<file path="config.mk">
export PLATFORM = sky130hd
export DESIGN_NAME = lss_ram
export DESIGN_NICKNAME = d
export VERILOG_FILES = /design/src/sv/lss_ram.sv
export SDC_FILE = /design/constraint.sdc
export NUM_CORES = 2
export LEC_CHECK = 0
export ABC_AREA = 1
export BUFFER_PORTS_ARGS = -buffer_cell sky130_fd_sc_hd__buf_2
export CORE_MARGIN = 1.5
export CORE_UTILIZATION = 30
export CTS_CLUSTER_SIZE = 12
export DETAILED_ROUTE_END_ITERATION = 7
export PLACE_DENSITY = 0.51
export SETUP_SLACK_MARGIN = 0.5
export SKIP_CTS_REPAIR_TIMING = 1
export SLEW_MARGIN = 20
export SYNTH_ARGS = -nofsm -noshare
export SYNTH_HDL_FRONTEND = slang
export SYNTH_SLANG_ARGS = --single-unit
</file>
<file path="constraint.sdc">
create_clock -name clk -period 2.4 [get_ports clk]
set_clock_uncertainty 0.05 [all_clocks]
set_input_delay 0.12 -clock clk [delete_from_list [all_inputs] [get_ports clk]]
set_output_delay 0.12 -clock clk [all_outputs]
set_load 0.005 [all_outputs]
</file>
<file path="src/sv/lss_ram.sv">
`default_nettype none
// ----------------------------------------------------------------------------
// lss_ram
// Generic simple dual-port RAM with one write port and a registered read.
// ----------------------------------------------------------------------------
module lss_ram #(
  parameter int WIDTH = 8,
  parameter int DEPTH = 256
) (
  input  logic                     clk,
  input  logic                     wr_en,
  input  logic [$clog2(DEPTH)-1:0] wr_addr,
  input  logic [WIDTH-1:0]         wr_data,
  input  logic                     rd_en,
  input  logic [$clog2(DEPTH)-1:0] rd_addr,
  output logic [WIDTH-1:0]         rd_data
);

  logic [WIDTH-1:0] mem [DEPTH];

  // A read of the address being written returns the old contents.
  always_ff @(posedge clk) begin
    if (rd_en) begin
      rd_data <= mem[rd_addr];
    end
    if (wr_en) begin
      mem[wr_addr] <= wr_data;
    end
  end

endmodule
`default_nettype wire

</file>
==> flow_metrics.py <==
metrics = {
    "power": {
        "p_leak_uw": 0.0351,
        "total_power_uw": 76100,
        "swShare_pct": 23.3,
        "seq_power_share_pct": 52.1,
        "power_density_nw_per_um2": 762,
        "switching_power_uw": 17700,
        "p_int_uw": 58400,
        "p_comb_share_pct": 7.1,
        "clock_power_share_pct": 40.8,
        "ir_worst_vdd_v": 0.000658,
    },
    "critical_path": {
        "reg2reg_depth": 10,
        "worst-setup-path-type": "reg -> reg",
        "critPathArrivalTime_ns": 2.43,
        "startpoint_type": "register",
        "crit_chain": "nand2_1 > nand3_1 > nand3_1 > nand3_1 > nand3_1 > nand3_1 > nand3_1 > nand2_1 > nand2_1 > nand2_1",
        "critPathRequiredTime_ns": 2.97,
        "r2r_end": "rd_data[7]$_DFFE_PP_",
        "cp-end-kind": "register",
        "critPathBufInv": 0,
        "reg2reg_slack_ns": 0.54,
        "critPathMaxStageDelay_ns": 0.37,
        "cpLargestDelayFamily": "simple AND/OR/NAND/NOR gates",
        "r2r_start": "mem[235][7]$_DFFE_PP_",
        "startpoint": "mem[235][7]$_DFFE_PP_",
        "cp_num_cells": 10,
        "cp_common_cell": "nand3_1",
        "critPathMaxFanout": 1,
        "slowest_stage": "edfxtp_1",
    },
    "run_status": {
        "status": "completed",
    },
    "sta": {
        "maxSlewHeadroom_pct": 32.1,
        "fmax_ghz": 0.536,
        "setup_violations": 0,
        "hold_viol_final": 0,
        "tns_ns": 0,
        "rsz0062_at_grt": "true",
        "fin_crit_sh_pct": 77.7,
        "maxSlewViolCount": 0,
        "worstMarginPinSlew_ns": 1.02,
        "timing.final.crit_period_ns": 1.86,
        "setup_slack_ns": 0.536,
    },
    "yosys": {
        "syn_avg_cell_area_um2": 11.9,
        "synth_top_area_cell": "edfxtp_1",
        "synth_top_area_share_pct": 74.0,
        "ys_warn_count": 0,
        "ys_ff_latch": 2056,
        "synth-async-reset-ratio_pct": 0,
        "synth_edf_count": 2056,
        "syn-cell-area_um2": 83500,
        "synth_common_cells": "nand2_1 (2,123), edfxtp_1 (2,056), nand3_1 (2,019)",
        "synth.area.top_cells": "edfxtp_1 (74%), nand3_1 (12%), nand2_1 (9.5%)",
        "synth_most_common_cell": "nand2_1",
        "syn_inst": 7003,
        "synth_fp_nets": 7030,
        "synth_ff_type": "edfxtp_1",
        "ys_seq_area_share_pct": 74.0,
        "ys_types": 13,
    },
    "cts": {
        "clk_latency_ns": 0.88,
        "root_buffer": "clkbuf_16",
        "htreeDepth": 4,
        "cts_buffers": 215,
        "clockBufferDepth": 3,
        "cts.sinks": 2056,
        "clk_pin_slew_ns": 0.06,
        "cts_tree": "yes",
    },
    "job": {
        "max-cap-violations": 0,
    },
    "final_layout": {
        "area_growth_pct": 19.7,
        "fin_area_um2": 99900,
        "fill_cells": 26928,
        "layout-drive-gt1-share_pct": 14.5,
        "nNetsFinal": 7445,
    },
    "floorplan": {
        "die_w_um": 531,
        "dieHeight_um": 531,
        "fp-row-count": 193,
        "design.core.area_um2": 277000,
        "start_util_pct": 30.2,
        "die_area_um2": 281000,
        "ioPinCount": 35,
    },
    "drt": {
        "viasPerCell": 4.97,
        "drt_iter0_drc": 5875,
        "drt_first_pass_iters": 6,
        "drt-total-wl_mm": 258,
        "drtAntennaViolNets": 0,
        "vias": 56072,
        "wl_per_cell_um": 22.9,
        "drc_errors": 0,
    },
    "placement": {
        "hpwl_mm": 161,
        "port_buffers": 34,
        "gp_congestion": 0.858,
        "post-place-ws_ns": -0.213,
        "placed_area_um2": 92500,
    },
    "grt": {
        "grt_usage_pct": 18.1,
        "grt_max_degree": 96,
        "grt_pass1_wl_mm": 377,
        "grt_pass1_vias": 54334,
        "antenna_found_initial": 14,
        "grt-ovfl-total": 0,
    },
    "worst_hold_path": {
        "whs_endpoint": "mem[182][3]$_DFFE_PP_",
        "worstHoldStart": "wr_en",
        "hp-class": "in -> reg",
        "min_path_cells": 4,
    },
}
==> worst register-to-register path: stages (launching register included) <==
cell and delay, ns:
edfxtp_1 0.37, nand2_1 0.08, nand3_1 0.09, nand3_1 0.12, nand3_1 0.17, nand3_1 0.21, nand3_1 0.21, nand3_1 0.16
nand2_1 0.07, nand2_1 0.07, nand2_1 0.05
==> flip-flops by register name (all words and copies together), names as in the netlist <==
name     count
mem       2048
rd_data      8
==> cells by family after synthesis <==
| kind of cell | Yosys count | share of synthesized area [%] |
|---|---|---|
| AND/OR/NAND/NOR | 4425 | 22.9 |
| flip-flops | 2056 | 74.0 |
| buffers and inverters | 522 | 3.12 |
==> how the worst max path moves through the flow <==
stage / to / slack, ns
floorplan: mem[162][0]$_DFFE_PP_ / 0.74
global placement: rd_data[3]$_DFFE_PP_ / -0.25
detailed placement: rd_data[3]$_DFFE_PP_ / -0.21
CTS: rd_data[6]$_DFFE_PP_ / 0.23
global route: rd_data[0]$_DFFE_PP_ / 0.44
finish: rd_data[7]$_DFFE_PP_ / 0.54
==> per-layer routing <==
metal	part of all wire, %	routed length, µm	up-vias	GRT usage (%)
met5	0	0	-	0
met4	3.0	7650	0	6.01
met3	6.1	15800	373	2.90
met2	47	122000	1775	29.0
met1	44	113000	28212	24.9
li1	-	-	25712	-
==> power groups by stage <==
stage / Clock (µW) / Combinational, µW / Sequential (µW)
6_report: 31100 / 5430 / 39600
5_1_grt: 32900 / 5840 / 39600
4_1_cts: 31700 / 5280 / 39600
3_5_place_dp: 0 / 5270 / 40400
3_3_place_gp: 0 / 5250 / 40400
2_1_floorplan: 0 / 2440 / 40400
==> cell type report <==
class	instances	area, µm²	area share, %
inverters	39	180	0.180
multi-input cells	4425	20000	20.1
repair buffers	681	6850	6.86
diodes	9	22.5	0.0225
clock inverters	96	723	0.724
flip-flops and latches	2056	61700	61.8
well taps	3705	4640	4.64
clock buffers	282	5700	5.70
==> metrics by stage <==
stage / utilization, % / instances / hold slack, ns
floorplan: - / 7003 / 0.169
global placement: 33.4 / 10896 / 0.399
detailed placement: 33.4 / 10896 / 0.404
CTS: 35.7 / 11274 / -0.542
global route: 36.1 / 11289 / 0.0321
finish: 36.1 / 11293 / 0.0339
==> placed cells by master (no fill, tap or decap) <==
master | netlist | layout
buf_2 | 268 | 21
clkbuf_1 | 112 | 64
nand2_2 | 0 | 21
clkbuf_16 | 0 | 218
clkinv_4 | 0 | 1
nor2_1 | 283 | 283
inv_4 | 1 | 1
diode_2 | 0 | 9
nand3_4 | 0 | 21
clkinvlp_4 | 0 | 1
buf_12 | 0 | 133
dlygate4sd3_1 | 0 | 10
bufinv_16 | 0 | 6
inv_2 | 2 | 1
clkinv_1 | 0 | 53
inv_1 | 36 | 34
inv_6 | 0 | 2
buf_4 | 46 | 500
clkinv_8 | 0 | 3
buf_8 | 1 | 11
inv_8 | 0 | 3
inv_16 | 0 | 3
clkinv_16 | 0 | 3
nand3_1 | 2019 | 1880
nand2_4 | 0 | 1
clkinv_2 | 0 | 24
edfxtp_1 | 2056 | 2056
nand2_1 | 2123 | 2101
buf_6 | 16 | 6
nand3_2 | 0 | 118
Power figures use the tool's default switching activity.
