`config.mk`:
```
export PLATFORM = sky130hd
export DESIGN_NAME = lss_result_fifo
export DESIGN_NICKNAME = d
export VERILOG_FILES = /design/src/sv/lss_pkg.sv /design/src/sv/lss_result_fifo.sv
export SDC_FILE = /design/constraint.sdc
export NUM_CORES = 1
export LEC_CHECK = 0
export BUFFER_PORTS_ARGS = -buffer_cell sky130_fd_sc_hd__buf_2
export CORE_ASPECT_RATIO = 1.75
export CORE_MARGIN = 1
export CORE_UTILIZATION = 25
export DETAILED_ROUTE_END_ITERATION = 12
export SLEW_MARGIN = 20
export SYNTH_ARGS = -nofsm -noshare
export SYNTH_HDL_FRONTEND = slang
export SYNTH_SLANG_ARGS = --single-unit
```
`constraint.sdc`:
```
create_clock -name clk -period 2.6 [get_ports clk]
set_input_delay 0.13 -clock clk [delete_from_list [all_inputs] [get_ports clk]]
set_output_delay 0.13 -clock clk [all_outputs]
set_load 0.05 [all_outputs]
```
`src/sv/lss_pkg.sv`:
```
`default_nettype none
// ----------------------------------------------------------------------------
// lss_pkg
// Shared widths, constants, types and the neighbor selection function of the
// 3x3 label spreading block.
// ----------------------------------------------------------------------------
package lss_pkg;

  localparam int LABEL_W     = 8;
  localparam int MAX_WIDTH   = 4096;
  localparam int MAX_HEIGHT  = 4096;
  localparam int COL_W       = $clog2(MAX_WIDTH);
  // The row counter runs through two drain rows past the last image row.
  localparam int ROW_W       = $clog2(MAX_HEIGHT + 2);

  localparam int CFG_DATA_W  = 13;
  localparam int CFG_INDEX_W = 4;

  localparam logic [CFG_INDEX_W-1:0] REG_IMAGE_WIDTH  = CFG_INDEX_W'(0);
  localparam logic [CFG_INDEX_W-1:0] REG_IMAGE_HEIGHT = CFG_INDEX_W'(1);

  localparam logic [CFG_DATA_W-1:0] WIDTH_RESET  = CFG_DATA_W'(640);
  localparam logic [CFG_DATA_W-1:0] HEIGHT_RESET = CFG_DATA_W'(480);

  localparam logic [LABEL_W-1:0] LABEL_FREE     = 8'd255;
  localparam logic [LABEL_W-1:0] LABEL_OBSTACLE = 8'd0;

  localparam int FIFO_DEPTH = 4;
  localparam int FIFO_PTR_W = $clog2(FIFO_DEPTH);
  localparam int FIFO_CNT_W = $clog2(FIFO_DEPTH + 1);

  // Window indexed [row][col]; row 0 is the upper row, col 2 the newest.
  typedef logic [2:0][2:0][LABEL_W-1:0] win_t;

  typedef struct packed {
    logic [LABEL_W-1:0] label;
    logic               last;
  } res_t;

  // A free center takes the last qualifying neighbor in raster order.
  function automatic logic [LABEL_W-1:0] spread(input win_t w);
    logic [LABEL_W-1:0] result;
    result = w[1][1];
    if (result == LABEL_FREE) begin
      for (int r = 0; r < 3; r++) begin
        for (int c = 0; c < 3; c++) begin
          if (w[r][c] != LABEL_OBSTACLE && w[r][c] != LABEL_FREE) begin
            result = w[r][c];
          end
        end
      end
    end
    return result;
  endfunction

endpackage
`default_nettype wire

```
`src/sv/lss_result_fifo.sv`:
```
`default_nettype none
// ----------------------------------------------------------------------------
// lss_result_fifo
// Small result queue that decouples the output handshake from the pipeline.
// ----------------------------------------------------------------------------
module lss_result_fifo (
  input  logic                             clk,
  input  logic                             rst,
  input  logic                             clear,
  input  logic                             push,
  input  lss_pkg::res_t                    push_data,
  input  logic                             out_ready,
  output logic                             out_valid,
  output lss_pkg::res_t                    out_data,
  output logic [lss_pkg::FIFO_CNT_W-1:0]   count
);

  lss_pkg::res_t                   entries [lss_pkg::FIFO_DEPTH];
  logic [lss_pkg::FIFO_PTR_W-1:0]  wr_ptr;
  logic [lss_pkg::FIFO_PTR_W-1:0]  rd_ptr;
  logic                            pop;

  assign out_valid = (count != '0);
  assign out_data  = entries[rd_ptr];
  assign pop       = out_valid & out_ready;

  always_ff @(posedge clk) begin
    if (rst || clear) begin
      wr_ptr <= '0;
      rd_ptr <= '0;
      count  <= '0;
    end else begin
      if (push) begin
        wr_ptr <= wr_ptr + lss_pkg::FIFO_PTR_W'(1);
      end
      if (pop) begin
        rd_ptr <= rd_ptr + lss_pkg::FIFO_PTR_W'(1);
      end
      if (push && !pop) begin
        count <= count + lss_pkg::FIFO_CNT_W'(1);
      end else if (pop && !push) begin
        count <= count - lss_pkg::FIFO_CNT_W'(1);
      end
    end
  end

  always_ff @(posedge clk) begin
    if (push) begin
      entries[wr_ptr] <= push_data;
    end
  end

endmodule
`default_nettype wire

```
==> impl_summary.md, run 1 <==
Route
The via count of the routed design is approximately 880. The wire length per cell is 13.81 um. Dividing the detail-routed via count by the number of cells gives 4.248.

The DRC violation count after routing is 0. The count of nets left with antenna violations once routing finished came out at 0. The violation count after the first detailed-route iteration is 21. The number of iterations in the first detailed-routing pass is 3. For this block, the routed nets add up to around 2.8 mm of wire.

Yosys
The number of distinct library cell variants in the gate-level netlist after synthesis is 20. The proportion of synthesized chip area in sequential cells is 71.69%. The combinational family with the most area after synthesis is multiplexers. The cell area that synthesis handed to floorplanning was 0.001759 mm^2.

In the synthesized netlist the dominant register cell turns out to be sky130_fd_sc_hd__edfxtp_1. The most common cell in the synthesized netlist is sky130_fd_sc_hd__edfxtp_1. The commonest cells after synthesis are sky130_fd_sc_hd__edfxtp_1 (36), sky130_fd_sc_hd__dfxtp_1 (9), sky130_fd_sc_hd__mux4_2 (9). The top cell type's share of synthesized area is about 61%. Summing the areas of all compound-gate instances in the mapped netlist gives 2.703% of the synthesized area. After Yosys synthesis, and, or, nand and nor cells account for 3.983% of the synthesized area. The number of enable flip-flop cells after synthesis is 36. Of all cell types, the one taking the most synthesized area is sky130_fd_sc_hd__edfxtp_1. The post-synthesis area per instance is 19.33 um^2.

After synthesis, the cell types taking the most area are sky130_fd_sc_hd__edfxtp_1 (61%), sky130_fd_sc_hd__mux4_2 (12%), sky130_fd_sc_hd__dfxtp_1 (10%). Counting flops and latches in the post-synthesis netlist gives 45. The total nets after synthesis is 111. Multiplexer cells account for 12.66% of the synthesized area. The number of instances in the synthesized netlist is 91.

Summing the areas of all fa, ha and maj instances in the mapped netlist gives between 4 and 5% of the synthesized area. Yosys printed 0 warnings. The fraction of synthesized cell area in xor and xnor cells is 2.489%. After synthesis, the share of flip-flops with an asynchronous set or reset is 0%.

Run
The number of maximum-capacitance violations is 0.

STA
The final cycle utilization of the critical path is 78.38%. The number of hold violations in the final report was 0. The total count of max-transition violations in the final report came to 0. Measured against its own limit, the worst slew margin works out to 57.30%. Derived from the worst setup path, the maximum achievable clock frequency is 490.7 MHz.

For the final routed database, the setup TNS stands at 0 ps. The clock tree skew after final layout is 4.819 ps. The final number of setup-violating endpoints is 0.

The slew of the pin with the lowest slew margin is between 600 and 700 ps. The clock period minus worst slack is 2038 ps. The worst path meets setup with 562.2 ps of slack. Setup repair after global routing left no endpoint under its margin.

Clock network
The number of hold buffers added after cts is 0. For the worst-skew pair, the clock arrives at the later sink with an insertion delay of 280 ps. The clock tree from TritonCTS is yes.

After clock tree synthesis, the setup repair step added 0 buffers. The clock passes through at most 2 buffers. The clock transition at the registers of the reported paths is 60 ps.

In this run the clock root is driven by a sky130_fd_sc_hd__clkbuf_16. The number of instances resized during post-cts repair is 0. The number of clock sinks is 45. The number of buffers inserted during clock tree synthesis is 5.

The number of levels the H-tree was split into is 2.

Worst setup path
The dominant delay contributor by cell family on the critical path is adder cells. The critical setup path kind is flip-flop to flip-flop. Together, buffers and inverters on the worst path number 1.

STA puts the critical path data arrival time at 2250 ps. The maximum cell stage delay along the critical path is ~400 ps. For the worst setup path, the data required time is roughly 2800 ps. The nature of the critical path startpoint is a flip-flop. Along the worst path, the maximum fanout reaches 6.

The critical path goes through o31ai_4 > ha_1 > inv_1 > fa_1 > xor2_1 > or3_1 > a21oi_1. STA classifies the critical path endpoint as a flip-flop. The slowest stage of the critical path is the sky130_fd_sc_hd__dfxtp_1 cell.

Floorplan
The vertical die dimension is about 110 um. The number of placement rows is 40. The I/O pin count is 27. The core outline area is between 0.006 and 0.007 mm^2. The initial utilization of the core area, before any placement, comes to 25.66%. The die covers between 0.007 and 0.008 mm^2.

The chip width is roughly 65 um.

Power and ir drop
Across the VDD grid, the largest voltage drop is about 380 uV. For this design the ratio of total power to cell area is 774.1 mW/mm^2. The leakage power is between 0.7 and 0.8 nW.

Finish
The number of antenna diodes in the final layout is 0. Compared with the post-synthesis result, the final layout area differs by 21.48%. Cells with a size suffix above 1 make up between 30% and 40% of the layout. After filler insertion, the fill cell instance count of the layout stands at 646. The final net count is 141.

Global route
Entering global routing, the biggest net connects 15 pins. The number of antenna violations at the first check in global routing is 0. For this run the aggregate overflow at the end of global routing stands at 0. The via count of the first global-routing pass was 937. Global routing used 8.398% of the available tracks across all layers. The first global-routing pass estimated 4.547 mm of wire.

Run status
The flow ran to the end, and the final reports show no timing, DRC or antenna violations.

Place
The count of buffers added on input and output ports is 26. The post-detailed-placement half-perimeter wirelength is roughly 2 mm. The post-place setup slack is roughly 590 ps. At the end of routability-driven placement, the weighted congestion stood at 0.6536.

Min path
The tightest min-delay check is of the input pin to flip-flop type.
[cell usage in the layout, fill, tap and decap left out, drive strengths merged]
cell,n
edfxtp,36
buf,26
mux4,9
dfxtp,9
nor2,7
clkbuf,7
ha,5
and2,4
xor2,4
inv,3
or3,2
mux2i,2
o31ai,1
or2,1
xnor2,1
o311ai,1
o21ai,1
a21oi,1
fa,1
clkinv,1
[area by class of cell]
| cell class | instances | area (um^2) | share of cell area [%] |
|---|---|---|---|
| well taps | 84 | 105.1 | 4.918 |
| clock inverters | 1 | 8.758 | 0.4098 |
| inverters | 3 | 11.26 | 0.5269 |
| repair buffers | 26 | 130.1 | 6.089 |
| multi-input cells | 40 | 466.7 | 21.84 |
| flip-flops and latches | 45 | 1261 | 59.02 |
| clock buffers | 7 | 153.9 | 7.201 |
[final timing paths]
path,slack [ps],cells after the start,start,to
min reg2reg,540,2,rd_ptr[1],rd_ptr[1]
max,560,7,count[0],count[2]
max reg2reg,560,7,count[0],count[2]
min,60,1,push_data[3],entries[2][3]
[per-layer routing]
metal / track usage (%) / vias to the layer above / routed length [um]
li1: - / 405 / -
met1: 8.781 / 440 / 1101
met2: 15.26 / 25 / 1561
met3: 2.016 / 5 / 120
met4: 3.913 / 0 / 61
met5: 0 / - / 0
[power breakdown]
| group | internal, mW | total [mW] | switching (mW) |
|---|---|---|---|
| Clock | 0.416 | 0.664 | 0.248 |
| Sequential | 0.799 | 0.817 | 0.0181 |
| Combinational | 0.0574 | 0.173 | 0.115 |
| Total | 1.27 | 1.65 | 0.382 |
[through the flow]
step	utilization, %	instances	hold slack [ps]	cell area (um^2)	power, mW
floorplan	-	91	228.9	1759	0.9599
global placement	28.80	198	343.6	1974	0.9977
detailed placement	28.80	198	351.4	1974	1.007
CTS	31.17	206	60.96	2137	1.668
global route	31.17	206	60.15	2137	1.708
finish	31.17	206	63.06	2137	1.654
[sequential cells by signal, summed over array words and instances, names as in the netlist, named ones only]
name,cells
count,3
entries,36
rd_ptr,2
wr_ptr,2
[kinds of logic (layout without fill, tap and decap cells)]
| kind of cell | count (synthesis) | in the layout |
|---|---|---|
| flops | 45 | 45 |
| xor+xnor | 5 | 5 |
| buf+inv | 6 | 37 |
| compound gates | 4 | 4 |
| mux | 11 | 11 |
| fa+ha+maj | 6 | 6 |
| simple gates | 14 | 14 |
No activity file was read; power rests on OpenSTA's default activity.
==> run 2: changes to the inputs <==
==> constraint.sdc (replaced) <==
create_clock -name clk -period 2 [get_ports clk]
set_input_delay 0.1 -clock clk [delete_from_list [all_inputs] [get_ports clk]]
set_output_delay 0.1 -clock clk [all_outputs]
set_load 0.05 [all_outputs]
==> run 2 against run 1 <==
Effect of this change:
- core utilization up 1.1 points
- maximum frequency up 5.1%
- critical path depth unchanged
- total power up 41%
- wire length up 4.9%
- sequential power up 30%
- non-clock buffer count up 4
- largest power group unchanged
- worst setup slack worse by 500 ps
- hold slack worse by 25 ps
- die area unchanged
- flip-flop and latch count unchanged
- combinational power up 43%
==> impl_summary.md, run 2 (synthesis results as in run 1) <==
Floorplan
The starting density of the core is 25.66% (unchanged). The chip width was 65.41 um (unchanged). The I/O pin count is 27 (unchanged). The core outline area was 0.006857 mm^2 (unchanged). The number of placement rows came to 40 (unchanged). The die area came to 0.007389 mm^2 (unchanged). The vertical die dimension is 113.0 um (unchanged).

Power and ir drop
The switching portion of total power is 21.35% (-1.7 points). The portion of total power attributed to combinational logic was 10.6% (+0.2 points). The power spent charging and discharging nets is 0.4985 mW (+31%). The total power came to 2.335 mW (+41%).

The power per cell area is 1056 mW/mm^2 (+36%). The leakage power is 0.7899 nW (+4.5%). The clock share of power is 44.1% (+4.0 points).

The proportion of power drawn by flip-flops and latches is 45.3% (-4.1 points). The worst ir drop on vdd is 687.2 uV (+80%). The internal power contribution is 1.836 mW (+44%).

Route
The number of iterations in the first detailed-routing pass is 2 (-1). The DRC violation count after routing was 0 (unchanged). The violation count after the first detailed-route iteration was 13 (-38%). The detail-routed via count per cell was 4.176 (-1.7%).

The wire length per cell was 14.21 um (+2.9%). The final antenna-violating net count is 0 (unchanged). The total length of routed wires was 2.985 mm (+4.9%).

The via count of the routed design was 877 (+0.23%).

STA
The least setup slack across all paths after layout is 61.83 ps (-500.4 ps). The clock tree skew after final layout was 4.933 ps (+0.1133 ps). The total count of max-transition violations in the final report is 0 (unchanged). The post-route worst hold slack was 37.63 ps (-25.43 ps). The final cycle utilization of the critical path came to 96.91% (+19 points). The slew of the pin with the lowest slew margin is 497.0 ps (-142.6 ps). The worst relative slew slack is 66.86% (+9.6 points). The clock period minus worst slack is 1938 ps (-99.59 ps). The final number of setup-violating endpoints was 0 (unchanged). The maximum clock rate is 516.0 MHz (+5.1%). The number of hold violations in the final report is 0 (unchanged).

The accumulated negative setup slack was 0 ps (unchanged).

Worst setup path
The signal arrival time at the worst endpoint is 2150 ps (-100 ps). The peak fanout along the critical path came to 6 (unchanged). The number of buffer and inverter stages on the critical path was 1 (unchanged). The data required time at the worst endpoint was 2210 ps (-600 ps).

The signal on the critical path passes through o31ai_4 > ha_2 > inv_1 > fa_2 > xor2_1 > or3_1 > a21oi_2. The dominant delay contributor by cell family on the critical path is adder cells. The maximum cell stage delay along the critical path was 380 ps (-20 ps). The nature of the critical path startpoint is a flip-flop. The critical setup path kind is flip-flop to flip-flop. The worst setup path is captured at a flip-flop. The critical-path cell with the highest stage delay is sky130_fd_sc_hd__dfxtp_4.

Finish
The register with the most flip-flops in the final layout is entries. In the final layout, the registers with the most flip-flops are entries x36, count x3. Leaving out fill and tap cells, the most frequent cell in the layout is sky130_fd_sc_hd__edfxtp_1. The area growth from synthesis to final layout is 25.75%. The post-route core utilization was 32.26% (+1.1 points). The share of final-layout standard cells stronger than drive strength 1 came to 43.65% (+7.6 points). In the layout the commonest cells are sky130_fd_sc_hd__edfxtp_1 (36), sky130_fd_sc_hd__buf_2 (26), sky130_fd_sc_hd__mux4_2 (9). The antenna diode count is 0 (unchanged). The flip-flop count of the largest register, all copies and words added is 36 (unchanged). The total non-filler cell area in the finished layout is 0.002212 mm^2 (+3.5%). The final net count is 145 (+2.8%).

The post-route non-filler standard cell count came to 210 (+1.9%).

Clock network
TritonCTS built the clock tree. The number of buffers inserted during clock tree synthesis was 5 (unchanged). The number of levels the H-tree was split into is 2 (unchanged). The number of buffers on the longest clock path is 2 (unchanged). The number of clock sinks was 45 (unchanged). The insertion delay to the later sink of the worst-skew pair is 280 ps (about the same). The root buffer selected by CTS is sky130_fd_sc_hd__clkbuf_16. The clock transition at the registers of the reported paths is 60 ps (about the same).

Global route
The number of antenna violations at the first check in global routing is 0 (unchanged). The wire length of the first global-routing pass is 4.685 mm (+3.0%). The via count of the first global-routing pass came to 942 (+0.53%). The overall overflow remaining after global route is 0 (unchanged). The overall global routing resource usage is 8.763% (+0.37 points). The maximum number of pins on one net before global-route repair is 15 (unchanged).

Place
The placement-stage cell area came to 0.001986 mm^2 (+0.57%). The number of instances in the placed design is 199 (+0.51%). The post-detailed-placement half-perimeter wirelength came to 2.167 mm (+6.2%).

The post-place setup slack came to 14.10 ps (-574.8 ps). The last weighted congestion value of the routability-driven placer is 0.6360 (-2.7%). The number of I/O port buffers is 26 (unchanged).

Min path
In this run the worst hold path is classified as input pin to flip-flop.

Run status
The flow ran to the end, and the final reports show no timing, DRC or antenna violations.

Run
The number of maximum-capacitance violations is 0 (unchanged).
-- run 2: per-layer routing --
| layer | wire length [um] | global-route usage (%) |
|---|---|---|
| met3 | 121 | 2.621 |
| met5 | 0 | 0 |
| met2 | 1715 | 16.29 |
| met4 | 49 | 3.043 |
| met1 | 1098 | 8.947 |
-- run 2: final timing paths --
path	startpoint	endpoint	slack, ps	cells past startpoint
max	count[0]	count[2]	60	7
min	push_data[0]	entries[1][0]	40	1
max reg2reg	count[0]	count[2]	60	7
min reg2reg	rd_ptr[1]	rd_ptr[1]	540	2
-- run 2: power groups by stage --
| stage | Combinational [mW] | Sequential [mW] | Clock (mW) |
|---|---|---|---|
| 6_report | 0.247 | 1.06 | 1.03 |
| 5_1_grt | 0.263 | 1.06 | 1.07 |
| 4_1_cts | 0.237 | 1.06 | 1.03 |
| 3_5_place_dp | 0.235 | 1.08 | 0 |
| 3_3_place_gp | 0.226 | 1.08 | 0 |
| 2_1_floorplan | 0.155 | 1.09 | 0 |
-- run 2: timing repair --
action,in CTS,in global routing
gates resized for setup,1,4
hold buffers,0,0
pin swaps,0,4
endpoints found under the hold margin,0,0
setup endpoints to repair,1,1
buffers inserted,0,3
-- run 2: worst register-to-register path, cell delays in order, from the launching register on --
cell	delay [ps]
sky130_fd_sc_hd__dfxtp_4	380
sky130_fd_sc_hd__o31ai_4	250
sky130_fd_sc_hd__ha_2	220
sky130_fd_sc_hd__inv_1	60
sky130_fd_sc_hd__fa_2	330
sky130_fd_sc_hd__xor2_1	160
sky130_fd_sc_hd__or3_1	370
sky130_fd_sc_hd__a21oi_2	110
-- run 2: cell type report --
class	count	area, um^2
fill	663	4644
sequential	45	1270
multi-input combinational	40	475.5
timing repair buffer	30	160.2
clock buffer	5	125.1
tap	84	105.1
clock inverter	3	65.06
inverter	3	11.26
==> run 3: changes to the inputs <==
--- a/config.mk
+++ b/config.mk
@@ -8,8 +8,9 @@
 export BUFFER_PORTS_ARGS = -buffer_cell sky130_fd_sc_hd__buf_2
 export CORE_ASPECT_RATIO = 1.75
 export CORE_MARGIN = 1
-export CORE_UTILIZATION = 25
+export CORE_UTILIZATION = 49
 export DETAILED_ROUTE_END_ITERATION = 12
+export PLACE_DENSITY = 0.73
 export SLEW_MARGIN = 20
 export SYNTH_ARGS = -nofsm -noshare
 export SYNTH_HDL_FRONTEND = slang
==> constraint.sdc (replaced) <==
create_clock -name clk -period 1.55 [get_ports clk]
set_input_delay 0.0775 -clock clk [delete_from_list [all_inputs] [get_ports clk]]
set_output_delay 0.0775 -clock clk [all_outputs]
set_load 0.05 [all_outputs]
==> run 3 against run 2 <==
Effect of this change:
- the run now ends with negative setup slack left
- flip-flop and latch count unchanged
- register-to-register slack got worse by 400 ps
- global-route usage increased by 9.0 points
- final cell count decreased by 12%
- die area decreased by 48%
- sequential power increased by 28%
- combinational power increased by 60%
- hold slack got worse by 27 ps
- core utilization increased by 35 points
- worst setup slack got worse by 400 ps
==> impl_summary.md, run 3 (synthesis results as in run 1) <==
Place
The placement-stage cell area is 0.002022 mm^2 (+1.8%). The number of instances in the placed design is 168 (-16%). The last weighted congestion value of the routability-driven placer is 0.6416 (+0.88%). The number of I/O port buffers came to 26 (unchanged).

The post-place setup slack came to -346.9 ps (-361.0 ps). The post-detailed-placement half-perimeter wirelength came to 1.940 mm (-10%).

STA
The worst relative slew slack came to 78.59% (+12 points). Setup repair after global routing could not meet its margin everywhere. The post-route worst hold slack is 10.52 ps (-27.11 ps). The final number of setup-violating endpoints is 3 (+3). The total count of max-transition violations in the final report is 0 (unchanged). The number of hold violations in the final report is 0 (unchanged). The clock tree skew after final layout is 1.648 ps (-3.284 ps).

The final cycle utilization of the critical path is 121.7% (+25 points). The slew of the pin with the lowest slew margin is 320.7 ps (-176.4 ps). The least setup slack across all paths after layout is -336.5 ps (-398.3 ps). The maximum clock rate is 530.1 MHz (+2.7%). The clock period minus worst slack came to 1887 ps (-51.67 ps). The accumulated negative setup slack is -404.5 ps (-404.5 ps).

Floorplan
The starting density of the core is 51.77% (+26 points). The chip width is 47.30 um (-28%). The vertical die dimension is 81.27 um (-28%). The number of placement rows was 28 (-30%).

The I/O pin count is 27 (unchanged). The die area is 0.003843 mm^2 (-48%). The core outline area is 0.003398 mm^2 (-50%).

Run
The number of maximum-capacitance violations is 0 (unchanged).

Run status
The final reports fail on negative setup slack. The run finished, with violations left.

Power and ir drop
The worst ir drop on vdd came to 851.6 uV (+24%). The total power came to 2.454 mW (+5.1%). The leakage power is 0.8427 nW (+6.7%). The power per cell area is 1077 mW/mm^2 (+2.0%).

Global route
The overall overflow remaining after global route is 0 (unchanged). The maximum number of pins on one net before global-route repair is 14 (-1). The number of antenna violations at the first check in global routing is 0 (unchanged). The wire length of the first global-routing pass came to 4.388 mm (-6.3%).

The via count of the first global-routing pass is 951 (+0.96%). The overall global routing resource usage is 17.75% (+9.0 points).

Clock network
The number of buffers inserted during clock tree synthesis is 5 (unchanged). TritonCTS built the clock tree. The number of levels the H-tree was split into is 2 (unchanged).

The number of clock sinks came to 45 (unchanged). The number of buffers on the longest clock path came to 2 (unchanged). CTS placed an instance of sky130_fd_sc_hd__clkbuf_8 at the clock tree root.

The insertion delay to the later sink of the worst-skew pair is 290 ps (about the same). The clock transition at the registers of the reported paths is 70 ps (about the same).

Route
The wire length per cell is 15.50 um (+9.0%). The detail-routed via count per cell was 5.065 (+21%). The via count of the routed design is 937 (+6.8%). The final antenna-violating net count was 0 (unchanged). The number of iterations in the first detailed-routing pass is 4 (+2).

The DRC violation count after routing is 0 (unchanged). The violation count after the first detailed-route iteration came to 28 (+15). The total length of routed wires is 2.867 mm (-4.0%).

Finish
The register with the most flip-flops is entries. The antenna diode count is 0 (unchanged). The number of inserted filler cells in the final layout is 253 (-62%). The total non-filler cell area in the finished layout was 0.002278 mm^2 (+3.0%). The final net count was 159 (+9.7%).

The largest registers in the layout are entries x36, count x3. The library cells used most frequently in the layout, excluding fill and tap cells, are sky130_fd_sc_hd__edfxtp_1 (36), sky130_fd_sc_hd__buf_2 (17), sky130_fd_sc_hd__buf_4 (11). The library cell used most frequently in the layout, excluding fill and tap cells, is sky130_fd_sc_hd__edfxtp_1. The flip-flop count of the largest register, all copies and words added is 36 (unchanged). The share of final-layout standard cells stronger than drive strength 1 is 46.43% (+2.8 points). The post-route core utilization is 67.05% (+35 points). The post-route non-filler standard cell count is 185 (-12%). Compared with the post-synthesis result, the final layout area differs by 29.52%.

Min path
The number of cells on the worst hold path was 1 (unchanged). The launch point of the worst hold path is push_data[2]. The capture endpoint of the worst hold path is entries[0][2]. The class of the worst hold path is input pin to flip-flop.

Worst setup path
The signal arrival time at the worst endpoint is 2100 ps (-50 ps). The cell depth of the worst flop-to-flop path is 7 (unchanged). The beginning of the critical path is count[2]. The peak fanout along the critical path is 2 (-4).

STA classifies the critical path endpoint as a flip-flop. The data required time at the worst endpoint is 1760 ps (-450 ps). The worst setup path is of the flip-flop to flip-flop kind. The worst setup path is launched from a flip-flop.

The end of the worst register-to-register path is count[2]. The internal reg-to-reg setup slack is -340 ps (-400 ps). The startpoint of the most critical register-to-register path is count[2].
-- run 3: how the worst max path moves through the flow --
stage                to  slack (ps)
2_1_floorplan  count[2]        -330
3_3_place_gp   count[2]        -240
3_5_place_dp   count[2]        -350
4_1_cts        count[2]        -360
5_1_grt        count[2]        -400
6_report       count[2]        -340
-- run 3: repair_timing --
item / CTS / global route
setup endpoints to repair: 11 / 11
endpoints found under the hold margin: 12 / 6
cloned: 1 / 0
setup buffers: 1 / 2
hold buffers: 3 / 2
pin swaps: 2 / 2
gates resized for setup: 22 / 1
-- run 3: power by group --
part | internal (mW) | switching (mW) | total [mW]
clock | 0.353 | 0.351 | 0.704
sequential | 1.34 | 0.0179 | 1.36
combinational | 0.169 | 0.225 | 0.394
total | 1.86 | 0.594 | 2.45
-- run 3: cell type report --
cell class                 count  area [um^2]  area share (%)
multi-input combinational     40        471.7           20.70
inverter                       3        11.26          0.4942
clock buffer                   6        82.58           3.624
clock inverter                 2        8.758          0.3844
sequential                    45         1277           56.07
tap                           45        56.30           2.471
timing repair buffer          44        370.4           16.25
-- run 3: metal layers --
metal | track usage, % | wire length, um | vias up | part of all wire, %
li1 | - | - | 442 | -
met1 | 17.48 | 1007 | 466 | 35
met2 | 31.51 | 1693 | 23 | 59
met3 | 5.778 | 103 | 6 | 3.6
met4 | 8.000 | 61 | 0 | 2.1
met5 | 0 | 0 | - | 0
-- run 3: critical path: stages, from the launching register on --
cell                      delay [ps]
sky130_fd_sc_hd__dfxtp_4         350
sky130_fd_sc_hd__o31ai_4         260
sky130_fd_sc_hd__ha_2            230
sky130_fd_sc_hd__inv_2            40
sky130_fd_sc_hd__fa_2            330
sky130_fd_sc_hd__xor2_1          160
sky130_fd_sc_hd__or3_1           320
sky130_fd_sc_hd__a21oi_1         130
